`src/sv/i2cm_pkg.sv`:
```
// Shared types and constants for the I2C register-access master.
// No dependencies.
package i2cm_pkg;
  localparam int CountWidthDef = 16;
  localparam int TimerWidthDef = 16;
  localparam logic [7:0] MSB_BIT = 8'h80;

  typedef enum logic [3:0] {
    P_IDLE, P_START_0, P_START_A, P_START_B, P_TX_LOW, P_TX_HIGH, P_ACK_LOW,
    P_ACK_HIGH, P_POLL, P_RX_LOW, P_RX_HIGH, P_MACK_LOW, P_MACK_HIGH,
    P_STOP_A, P_STOP_B, P_STOP_C
  } phase_t;

  typedef enum logic [1:0] {ST_DEV_W, ST_REG, ST_DEV_R, ST_DATA} stage_t;
  typedef enum logic [1:0] {K_BWR, K_BRD, K_FWR, K_FRD} kind_t;
  typedef enum logic [1:0] {S_OK, S_NACK, S_BADFIELD} status_t;

  localparam logic [1:0] CFG_HALF = 2'd0;
  localparam logic [1:0] CFG_LIMIT = 2'd1;
  localparam logic [1:0] CFG_POLL = 2'd2;

  // input item packed: cmd_start,kind,dev,reg,count,wr,bstart,blen,sda = 50 bits
  typedef struct packed {
    logic       sda;
    logic [3:0] blen;
    logic [2:0] bstart;
    logic [7:0] wr;
    logic [15:0] cnt;
    logic [7:0] rega;
    logic [6:0] dev;
    logic [1:0] kind;
    logic       start;
  } item_t;

  typedef struct packed {
    logic [1:0] status;
    logic       done;
    logic [7:0] rd;
    logic       valid;
    logic       taken;
    logic       busy;
    logic       sda;
    logic       scl;
  } res_t;
endpackage

```
`src/sv/i2cm_front.sv`:
```
// Front part: accepts input words and queues them (two-entry queue).
// Depends on i2cm_pkg.
module i2cm_front import i2cm_pkg::*; (
  input  logic        clk,
  input  logic        rst_n,
  input  logic        in_valid,
  output logic        in_ready,
  input  logic [47:0] in_data,
  input  logic [1:0]  in_user,
  output logic        q_valid,
  input  logic        q_ready,
  output item_t       q_item
);
  item_t  mem_r [2];
  logic   wp_r, rp_r;
  logic [1:0] cnt_r;
  logic   push, pop;

  assign in_ready = (cnt_r != 2'd2);
  assign push = in_valid && in_ready;
  assign pop  = q_valid && q_ready;
  assign q_valid = (cnt_r != 2'd0);
  assign q_item = mem_r[rp_r];

  always_ff @(posedge clk) begin
    // kind rides on tuser; put it back between cmd_start and dev_addr
    if (push) mem_r[wp_r] <= item_t'({in_data[47:1], in_user, in_data[0]});
    if (!rst_n) begin
      wp_r <= 1'b0; rp_r <= 1'b0; cnt_r <= 2'd0;
    end else begin
      if (push) wp_r <= ~wp_r;
      if (pop) rp_r <= ~rp_r;
      cnt_r <= cnt_r + {1'b0, push} - {1'b0, pop};
    end
  end
endmodule

```
`src/sv/i2cm_back.sv`:
```
// Back part: bus sequencer, one queued word per tick, registered result.
// Depends on i2cm_pkg.
module i2cm_back import i2cm_pkg::*; #(
  parameter int COUNT_WIDTH = CountWidthDef,
  parameter int TIMER_WIDTH = TimerWidthDef
) (
  input  logic        clk,
  input  logic        rst_n,
  input  logic        q_valid,
  output logic        q_ready,
  input  item_t       q_item,
  input  logic [15:0] half_ticks,
  input  logic [7:0]  poll_limit,
  input  logic [15:0] poll_ticks,
  output logic        out_valid,
  input  logic        out_ready,
  output res_t        out_res
);
  phase_t phase_r, phase_nxt;
  stage_t stage_r, stage_nxt;
  logic [3:0] bit_r, bit_nxt;
  logic [COUNT_WIDTH-1:0] left_r, left_nxt;
  logic [7:0] sh_r, sh_nxt;
  logic [TIMER_WIDTH-1:0] tick_r, tick_nxt;
  logic [7:0] poll_r, poll_nxt;
  logic [6:0] dev_r, dev_nxt;
  logic [7:0] reg_r, reg_nxt;
  logic [1:0] kind_r, kind_nxt;
  logic [7:0] mask_r, mask_nxt, fval_r, fval_nxt;
  logic [2:0] fsh_r, fsh_nxt;
  logic second_r, second_nxt, fail_r, fail_nxt;
  logic [1:0] stat_r, stat_nxt;
  logic taken, valid, done;
  logic [7:0] rd;
  logic scl, sda;
  logic step;
  logic [16:0] lim17;
  logic [TIMER_WIDTH-1:0] lim;
  logic [15:0] raw;
  logic [3:0] bnext;
  logic [7:0] bshift;
  logic writing;

  assign step = q_valid && q_ready;
  assign q_ready = !out_valid || out_ready;

  always_comb begin
    raw = (phase_r == P_POLL) ? poll_ticks : half_ticks;
    lim17 = (raw == 16'd0) ? 17'd0 : {1'b0, raw} - 17'd1;
    if (TIMER_WIDTH < 17 && (lim17 >> TIMER_WIDTH) != 17'd0) lim = '1;
    else lim = TIMER_WIDTH'(lim17);
  end

  always_comb begin
    phase_nxt = phase_r; stage_nxt = stage_r; bit_nxt = bit_r; left_nxt = left_r;
    sh_nxt = sh_r; tick_nxt = tick_r; poll_nxt = poll_r; dev_nxt = dev_r;
    reg_nxt = reg_r; kind_nxt = kind_r; mask_nxt = mask_r; fval_nxt = fval_r;
    fsh_nxt = fsh_r; second_nxt = second_r; fail_nxt = fail_r; stat_nxt = stat_r;
    taken = 1'b0; valid = 1'b0; done = 1'b0; rd = 8'd0;
    bnext = bit_r + 4'd1;
    bshift = {sh_r[6:0], q_item.sda};
    writing = (kind_r == K_BWR) || (kind_r == K_FWR && second_r);
    if (phase_r == P_IDLE) begin
      if (q_item.start) begin
        kind_nxt = q_item.kind; dev_nxt = q_item.dev; reg_nxt = q_item.rega;
        second_nxt = 1'b0; fail_nxt = 1'b0; poll_nxt = 8'd0;
        if (q_item.kind[1]) begin
          if (q_item.blen == 4'd0 || q_item.blen > 4'd8 ||
              q_item.blen > {1'b0, q_item.bstart} + 4'd1) begin
            stat_nxt = S_BADFIELD; done = 1'b1;
          end else begin
            fsh_nxt = 3'(({1'b0, q_item.bstart} + 4'd1) - q_item.blen);
            mask_nxt = 8'(((9'd1 << q_item.blen) - 9'd1) << fsh_nxt);
            fval_nxt = q_item.wr;
            left_nxt = COUNT_WIDTH'(1);
          end
        end else begin
          left_nxt = COUNT_WIDTH'(q_item.cnt);
        end
        if (!done) begin
          sh_nxt = {q_item.dev, 1'b0}; bit_nxt = 4'd0; stage_nxt = ST_DEV_W;
          phase_nxt = P_START_A; tick_nxt = '0;
        end
      end
    end else if (tick_r < lim) begin
      tick_nxt = tick_r + 1'b1;
    end else begin
      tick_nxt = '0;
      case (phase_r)
        P_START_0: phase_nxt = P_START_A;
        P_START_A: phase_nxt = P_START_B;
        P_START_B: begin bit_nxt = 4'd0; phase_nxt = P_TX_LOW; end
        P_TX_LOW: phase_nxt = P_TX_HIGH;
        P_TX_HIGH: begin
          sh_nxt = {sh_r[6:0], 1'b0}; bit_nxt = bnext;
          phase_nxt = (bnext >= 4'd8) ? P_ACK_LOW : P_TX_LOW;
        end
        P_ACK_LOW: phase_nxt = P_ACK_HIGH;
        P_RX_LOW: phase_nxt = P_RX_HIGH;
        P_RX_HIGH: begin
          sh_nxt = bshift; bit_nxt = bnext;
          if (bnext >= 4'd8) begin
            left_nxt = left_r - 1'b1;
            if (kind_r == K_BRD) begin valid = 1'b1; rd = bshift; end
            else if (kind_r == K_FRD) begin valid = 1'b1; rd = (bshift & mask_r) >> fsh_r; end
            else if (kind_r == K_FWR)
              fval_nxt = (bshift & ~mask_r) | ((fval_r << fsh_r) & mask_r);
            phase_nxt = P_MACK_LOW;
          end else phase_nxt = P_RX_LOW;
        end
        P_MACK_LOW: phase_nxt = P_MACK_HIGH;
        P_MACK_HIGH:
          if (left_r != '0) begin bit_nxt = 4'd0; sh_nxt = 8'd0; phase_nxt = P_RX_LOW; end
          else phase_nxt = P_STOP_A;
        P_STOP_A: phase_nxt = P_STOP_B;
        P_STOP_B: phase_nxt = P_STOP_C;
        P_STOP_C:
          if (!fail_r && kind_r == K_FWR && !second_r) begin
            second_nxt = 1'b1; left_nxt = COUNT_WIDTH'(1); sh_nxt = {dev_r, 1'b0};
            bit_nxt = 4'd0; stage_nxt = ST_DEV_W; phase_nxt = P_START_A;
          end else begin
            stat_nxt = fail_r ? S_NACK : S_OK; done = 1'b1; phase_nxt = P_IDLE;
          end
        default: begin // ACK_HIGH and POLL
          if (phase_r == P_POLL && poll_r >= poll_limit) begin
            fail_nxt = 1'b1; phase_nxt = P_STOP_A;
          end else if (phase_r == P_ACK_HIGH && q_item.sda) begin
            poll_nxt = 8'd0; phase_nxt = P_POLL;
          end else if (phase_r == P_POLL && q_item.sda) begin
            poll_nxt = poll_r + 8'd1;
          end else begin
            // acknowledged: advance to the next byte
            poll_nxt = 8'd0;
            case (stage_r)
              ST_DEV_W: begin
                sh_nxt = reg_r; bit_nxt = 4'd0; stage_nxt = ST_REG; phase_nxt = P_TX_LOW;
              end
              ST_REG:
                if (writing) begin
                  if (left_r != '0) begin
                    bit_nxt = 4'd0; stage_nxt = ST_DATA; phase_nxt = P_TX_LOW;
                    if (second_r) sh_nxt = fval_r;
                    else begin sh_nxt = q_item.wr; taken = 1'b1; end
                  end else phase_nxt = P_STOP_A;
                end else begin
                  sh_nxt = {dev_r, 1'b1}; bit_nxt = 4'd0; stage_nxt = ST_DEV_R;
                  phase_nxt = P_START_0;
                end
              ST_DEV_R:
                if (left_r != '0) begin
                  bit_nxt = 4'd0; sh_nxt = 8'd0; phase_nxt = P_RX_LOW;
                end else phase_nxt = P_STOP_A;
              default: begin
                left_nxt = left_r - 1'b1;
                if (left_nxt != '0) begin
                  bit_nxt = 4'd0; stage_nxt = ST_DATA; phase_nxt = P_TX_LOW;
                  if (second_r) sh_nxt = fval_r;
                  else begin sh_nxt = q_item.wr; taken = 1'b1; end
                end else phase_nxt = P_STOP_A;
              end
            endcase
          end
        end
      endcase
    end
    scl = 1'b1; sda = 1'b1;
    case (phase_nxt)
      P_START_0: scl = 1'b0;
      P_START_B: sda = 1'b0;
      P_TX_LOW: begin scl = 1'b0; sda = |(sh_nxt & MSB_BIT); end
      P_TX_HIGH: sda = |(sh_nxt & MSB_BIT);
      P_ACK_LOW, P_RX_LOW: scl = 1'b0;
      P_MACK_LOW: begin scl = 1'b0; sda = (left_nxt == '0); end
      P_MACK_HIGH: sda = (left_nxt == '0);
      P_STOP_A: begin scl = 1'b0; sda = 1'b0; end
      P_STOP_B: sda = 1'b0;
      default: ;
    endcase
  end

  always_ff @(posedge clk) begin
    if (step)
      out_res <= '{status: stat_nxt, done: done, rd: rd, valid: valid, taken: taken,
                   busy: (phase_nxt != P_IDLE), sda: sda, scl: scl};
    if (!rst_n) begin
      phase_r <= P_IDLE; stage_r <= ST_DEV_W; bit_r <= '0; left_r <= '0; sh_r <= '0;
      tick_r <= '0; poll_r <= '0; dev_r <= '0; reg_r <= '0; kind_r <= '0;
      mask_r <= '0; fval_r <= '0; fsh_r <= '0; second_r <= 1'b0; fail_r <= 1'b0;
      stat_r <= S_OK; out_valid <= 1'b0;
    end else begin
      if (step) begin
        phase_r <= phase_nxt; stage_r <= stage_nxt; bit_r <= bit_nxt;
        left_r <= left_nxt; sh_r <= sh_nxt; tick_r <= tick_nxt; poll_r <= poll_nxt;
        dev_r <= dev_nxt; reg_r <= reg_nxt; kind_r <= kind_nxt; mask_r <= mask_nxt;
        fval_r <= fval_nxt; fsh_r <= fsh_nxt; second_r <= second_nxt;
        fail_r <= fail_nxt; stat_r <= stat_nxt;
        out_valid <= 1'b1;
      end else if (out_ready) out_valid <= 1'b0;
    end
  end
endmodule

```
`src/sv/i2c_master_register_access.sv`:
```
// I2C register-access master.
// Each input word is one clock tick of the bus engine and carries the
// command fields plus the sampled SDA level; each tick yields exactly one
// result word with SCL/SDA drive, busy, byte_taken, read data, done and
// status. Commands: burst write, burst read, field write, field read.
// Input words pass through a two-entry queue into the bus sequencer,
// whose result goes into an output register.
// Throughput: one word per cycle while the receiver does not stall. With the
// queue empty, an accepted word is registered in the queue, then its result is
// registered in the result register that drives out_tvalid.
// When the receiver stalls, the result register holds, then the queue fills
// and in_tready drops; no word is lost.
// Reset (rst_n low, synchronous) empties queue and result, sets the sequencer
// idle, status 0, and restores register defaults 50 / 100 / 200.
// Config (cfg_valid/cfg_ready, always ready): index 0 half_bit_ticks,
// 1 ack_poll_limit, 2 ack_poll_ticks; other indexes are ignored.
// Depends on i2cm_pkg, i2cm_front, i2cm_back.
module i2c_master_register_access import i2cm_pkg::*; #(
  parameter int COUNT_WIDTH = CountWidthDef,
  parameter int TIMER_WIDTH = TimerWidthDef
) (
  input  logic        clk,
  input  logic        rst_n,
  input  logic        in_tvalid,
  output logic        in_tready,
  // start, dev_addr[7], reg_addr[8], byte_count[16], wr_byte[8],
  // bit_start[3], bit_length[4], sda_in
  input  logic [47:0] in_tdata,
  // kind[2]
  input  logic [1:0]  in_tuser,
  output logic        out_tvalid,
  input  logic        out_tready,
  // scl_out, sda_out, busy_res, byte_taken, rd_valid, rd_byte[8], done_res,
  // status[2]
  output logic [15:0] out_tdata,
  input  logic        cfg_valid,
  output logic        cfg_ready,
  input  logic [1:0]  cfg_index,
  input  logic [15:0] cfg_data
);
  logic [15:0] half_r, pticks_r;
  logic [7:0]  limit_r;
  logic  q_valid, q_ready;
  item_t q_item;
  res_t  res;

  assign cfg_ready = 1'b1;
  always_ff @(posedge clk) begin
    if (!rst_n) begin
      half_r <= 16'd50; limit_r <= 8'd100; pticks_r <= 16'd200;
    end else if (cfg_valid) begin
      case (cfg_index)
        CFG_HALF: half_r <= cfg_data;
        CFG_LIMIT: limit_r <= cfg_data[7:0];
        CFG_POLL: pticks_r <= cfg_data;
        default: ;
      endcase
    end
  end

  i2cm_front u_front (
    .clk, .rst_n, .in_valid(in_tvalid), .in_ready(in_tready), .in_data(in_tdata),
    .in_user(in_tuser), .q_valid, .q_ready, .q_item
  );

  i2cm_back #(.COUNT_WIDTH(COUNT_WIDTH), .TIMER_WIDTH(TIMER_WIDTH)) u_back (
    .clk, .rst_n, .q_valid, .q_ready, .q_item, .half_ticks(half_r),
    .poll_limit(limit_r), .poll_ticks(pticks_r), .out_valid(out_tvalid),
    .out_ready(out_tready), .out_res(res)
  );

  assign out_tdata = res;
endmodule

```
`config.mk`:
```
export PLATFORM = sky130hd
export DESIGN_NAME = i2c_master_register_access
export DESIGN_NICKNAME = d
export VERILOG_FILES = /design/src/sv/i2cm_pkg.sv /design/src/sv/i2cm_front.sv /design/src/sv/i2cm_back.sv /design/src/sv/i2c_master_register_access.sv
export SDC_FILE = /design/constraint.sdc
export NUM_CORES = 1
export LEC_CHECK = 0
export BUFFER_PORTS_ARGS = -buffer_cell sky130_fd_sc_hd__buf_4
export CELL_PAD_IN_SITES_DETAIL_PLACEMENT = 0
export CELL_PAD_IN_SITES_GLOBAL_PLACEMENT = 1
export CORE_MARGIN = 3
export CORE_UTILIZATION = 47
export DETAILED_ROUTE_END_ITERATION = 8
export PLACE_DENSITY = 0.89
export SLEW_MARGIN = 20
export SYNTH_ARGS = -nofsm -noshare
export SYNTH_HDL_FRONTEND = slang
export SYNTH_SLANG_ARGS = --single-unit
```
`constraint.sdc`:
```
create_clock -name clk -period 7.1 [get_ports clk]
set_clock_uncertainty 0.05 [all_clocks]
set_input_delay 0.71 -clock clk [delete_from_list [all_inputs] [get_ports clk]]
set_output_delay 0.71 -clock clk [all_outputs]
set_load 0.03 [all_outputs]
```
==> impl_metrics.tcl <==
set metrics [dict create \
    hold_path_class "primary input to flip-flop" \
    synth_warnings 0 \
    setup_viol 0 \
    multi_input_area_um2 7750 \
    p_leak_uw 0.00625 \
    vias_per_cell 6.02 \
    synthTopCellsByArea "edfxtp_1 (24%), dfxtp_1 (20%), nand2_1 (6.0%)" \
    max_slew.worst_pin.slew_ps 1240 \
    fin_cells 2114 \
    die_area_um2 33300 \
    dpl_cell_area_um2 15600 \
    finalCritPeriodShare_pct 88.0 \
    clockBufferDepth 3 \
    drt.antenna.violating_nets 0 \
    rsz0062_at_grt "false" \
    crit_type "flip-flop to flip-flop" \
    seq_area_frac_synth_pct 43.4 \
    p_per_area_nw_per_um2 388 \
    synth_ff_type "dfxtp_1" \
    dp_hpwl_um 29500 \
    cts_tree "built" \
    synth_edf_count 116 \
    finalMaxSlewViolations 0 \
    syn-cell-area_um2 14700 \
    ir_drop_mv 0.278 \
    synth_cells 1650 \
    start_util_pct 47.8 \
    fp.dieH_um 183 \
    reg2reg_depth 20 \
    yosysMostFrequentCell "nand2_1" \
    antenna_found_initial 0 \
    required_ps 7490 \
    crit_arrival_ps 6640 \
    cts_setup_buffers 0 \
    fill_cells 2756 \
    drt-total-wl_um 41300 \
    hold_viol 0 \
    path_max_fanout 20 \
    relSlewSlack_pct 17.0 \
    grt_start_max_net_pins 78 \
    gp_congestion 0.981 \
    io_pins 92 \
    drcViolationCount 0 \
    hp-start "in_tdata[19]" \
    reg2reg_to "u_back.out_res[1]" \
    gr-usage-all-layers_pct 24.1 \
    holdPathStages 1 \
    cp-start-kind "flip-flop" \
    via_count 12719 \
    io_buffers 90 \
    drive_above_1_share_pct 12.0 \
    grt_first_pass_wirelength_um 65300 \
    synth.avg_cell_area_um2 8.88 \
    worst-r2r-setup-slack_ps 850 \
    die_x_um 183 \
    drt-initial-drc-count 993 \
    fin_nets 1812 \
    cts_buffers 29 \
    register_area_um2 6370 \
    path_clk_slew_ps 60 \
    synth_fp_nets 1767 \
    final_area_um2 16600 \
    ys_async_sr_fraction_pct 0 \
    wl_per_cell_um 19.5 \
    max_clock_freq_ghz 0.160 \
    n_antenna_cell 0 \
    ctsHoldBuffers 0 \
    max_cap_viol_count 0 \
    finalSetupTns_ps 0 \
    ys_types 91 \
    grt_overflow 0 \
    hold_slack_ps 276 \
    area_growth_pct 13.3 \
    holdPathEnd "u_front.mem_r[1][21]" \
    cts.sinks 260 \
    synth_area_leader_cell "edfxtp_1" \
    grt_pass1_vias 12103 \
    fp.coreArea_um2 30700 \
    synth_seq_cells 260 \
    status "finished clean" \
    drt_first_pass_iters 6 \
    htreeDepth 1 \
    period_needed_ps 6250 \
    netlist.area_leader.share_pct 23.8 \
    num_rows 64 \
    r2r_start "u_back.phase_r[1]" \
    yosys-top-cells-count "nand2_1 (236), nor2_1 (175), a21oi_1 (153)" \
    clkLatencyLatePin_ps 570 \
    clockRootBuffer "clkbuf_16" \
    post_cts_resized 0 \
    dp.cells 2060 \
    end_kind "flip-flop" \
]
==> worst max-delay path, cell delays in order (launching register included) <==
cell	delay (ps)
dfxtp_1	520
or4b_4	770
mux2i_1	260
ha_1	250
nand4_1	120
nand2_1	220
nand2_2	150
nor2_1	250
a21oi_1	80
ha_1	320
a21oi_1	160
o22ai_1	80
o41ai_1	490
nand2_1	210
a221oi_4	580
nor2_1	390
mux2_2	380
a2111oi_2	230
nand4_1	220
o22ai_1	210
and3_1	160
==> registers in the layout, indices dropped and copies added (netlist names), 2 cells and up, named ones only <==
register / cells
u_back.kind_r: 2
u_back.phase_r: 4
u_front.cnt_r: 2
u_back.out_res: 16
limit_r: 8
u_back.left_r: 16
u_back.poll_r: 8
pticks_r: 16
u_back.dev_r: 7
u_back.fsh_r: 3
u_back.fval_r: 6
u_back.reg_r: 8
u_back.stat_r: 2
u_back.sh_r: 8
u_back.mask_r: 8
half_r: 16
u_back.stage_r: 2
u_front.mem_r: 100
u_back.bit_r: 4
u_back.tick_r: 16
==> layer usage <==
layer | routed length, um | up-vias | GRT usage, %
met4 | 1240 | 0 | 7.43
li1 | - | 6157 | -
met2 | 19200 | 476 | 39.5
met5 | 0 | - | 0
met3 | 2920 | 90 | 3.37
met1 | 17900 | 5996 | 33.3
==> power by group <==
group	total [uW]	switching (uW)	internal (uW)
Sequential	2110	270	1840
Clock	1510	626	886
Combinational	2820	1840	983
==> kinds of logic after synthesis <==
group,count (synthesis),share of synthesized area (%)
simple gates,617,19.3
compound gates,442,20.0
flops,260,43.4
buf+inv,140,3.82
mux,96,6.69
xor+xnor,50,2.99
fa+ha+maj,44,3.81
other cells,1,0.0256
==> placed cells by master (no fill, tap or decap), drive strengths merged, types with 25 or more instances in the layout <==
| master | n |
|---|---|
| nand2 | 238 |
| nor2 | 176 |
| a21oi | 153 |
| dfxtp | 144 |
| buf | 116 |
| edfxtp | 116 |
| o21ai | 81 |
| mux2i | 80 |
| ha | 43 |
| clkbuf | 42 |
| nor3 | 41 |
| nand3 | 40 |
| inv | 38 |
| a211oi | 36 |
| xor2 | 25 |
| xnor2 | 25 |
==> metrics by stage <==
stage	utilization (%)	setup slack, ps	power, uW
final	54.1	851	6450
after global routing	54.1	288	6850
after CTS	54.1	931	6430
after detailed placement	51.0	949	4900
after global placement	51.0	1060	4900
after floorplan	-	1410	4040
==> how the worst max path moves through the flow <==
stage	startpoint	end	slack, ps	depth (start not counted)
final	u_back.phase_r[1]	u_back.out_res[1]	850	20
after floorplan	flip-flop	u_back.bit_r[0]	1410	18
after global routing	u_back.phase_r[1]	u_back.out_res[1]	290	20
after detailed placement	u_back.phase_r[1]	u_back.out_res[1]	950	20
after CTS	u_back.phase_r[1]	u_back.out_res[1]	930	20
after global placement	u_back.phase_r[1]	u_back.out_res[1]	1060	20
==> area by class of cell <==
type,count,area share [%]
clock buffers,42,5.18
flip-flops and latches,260,38.3
repair buffers,116,5.24
inverters,38,0.859
well taps,396,2.98
clock inverters,12,0.693
multi-input cells,1250,46.7
(Power assumes the default switching activity.)
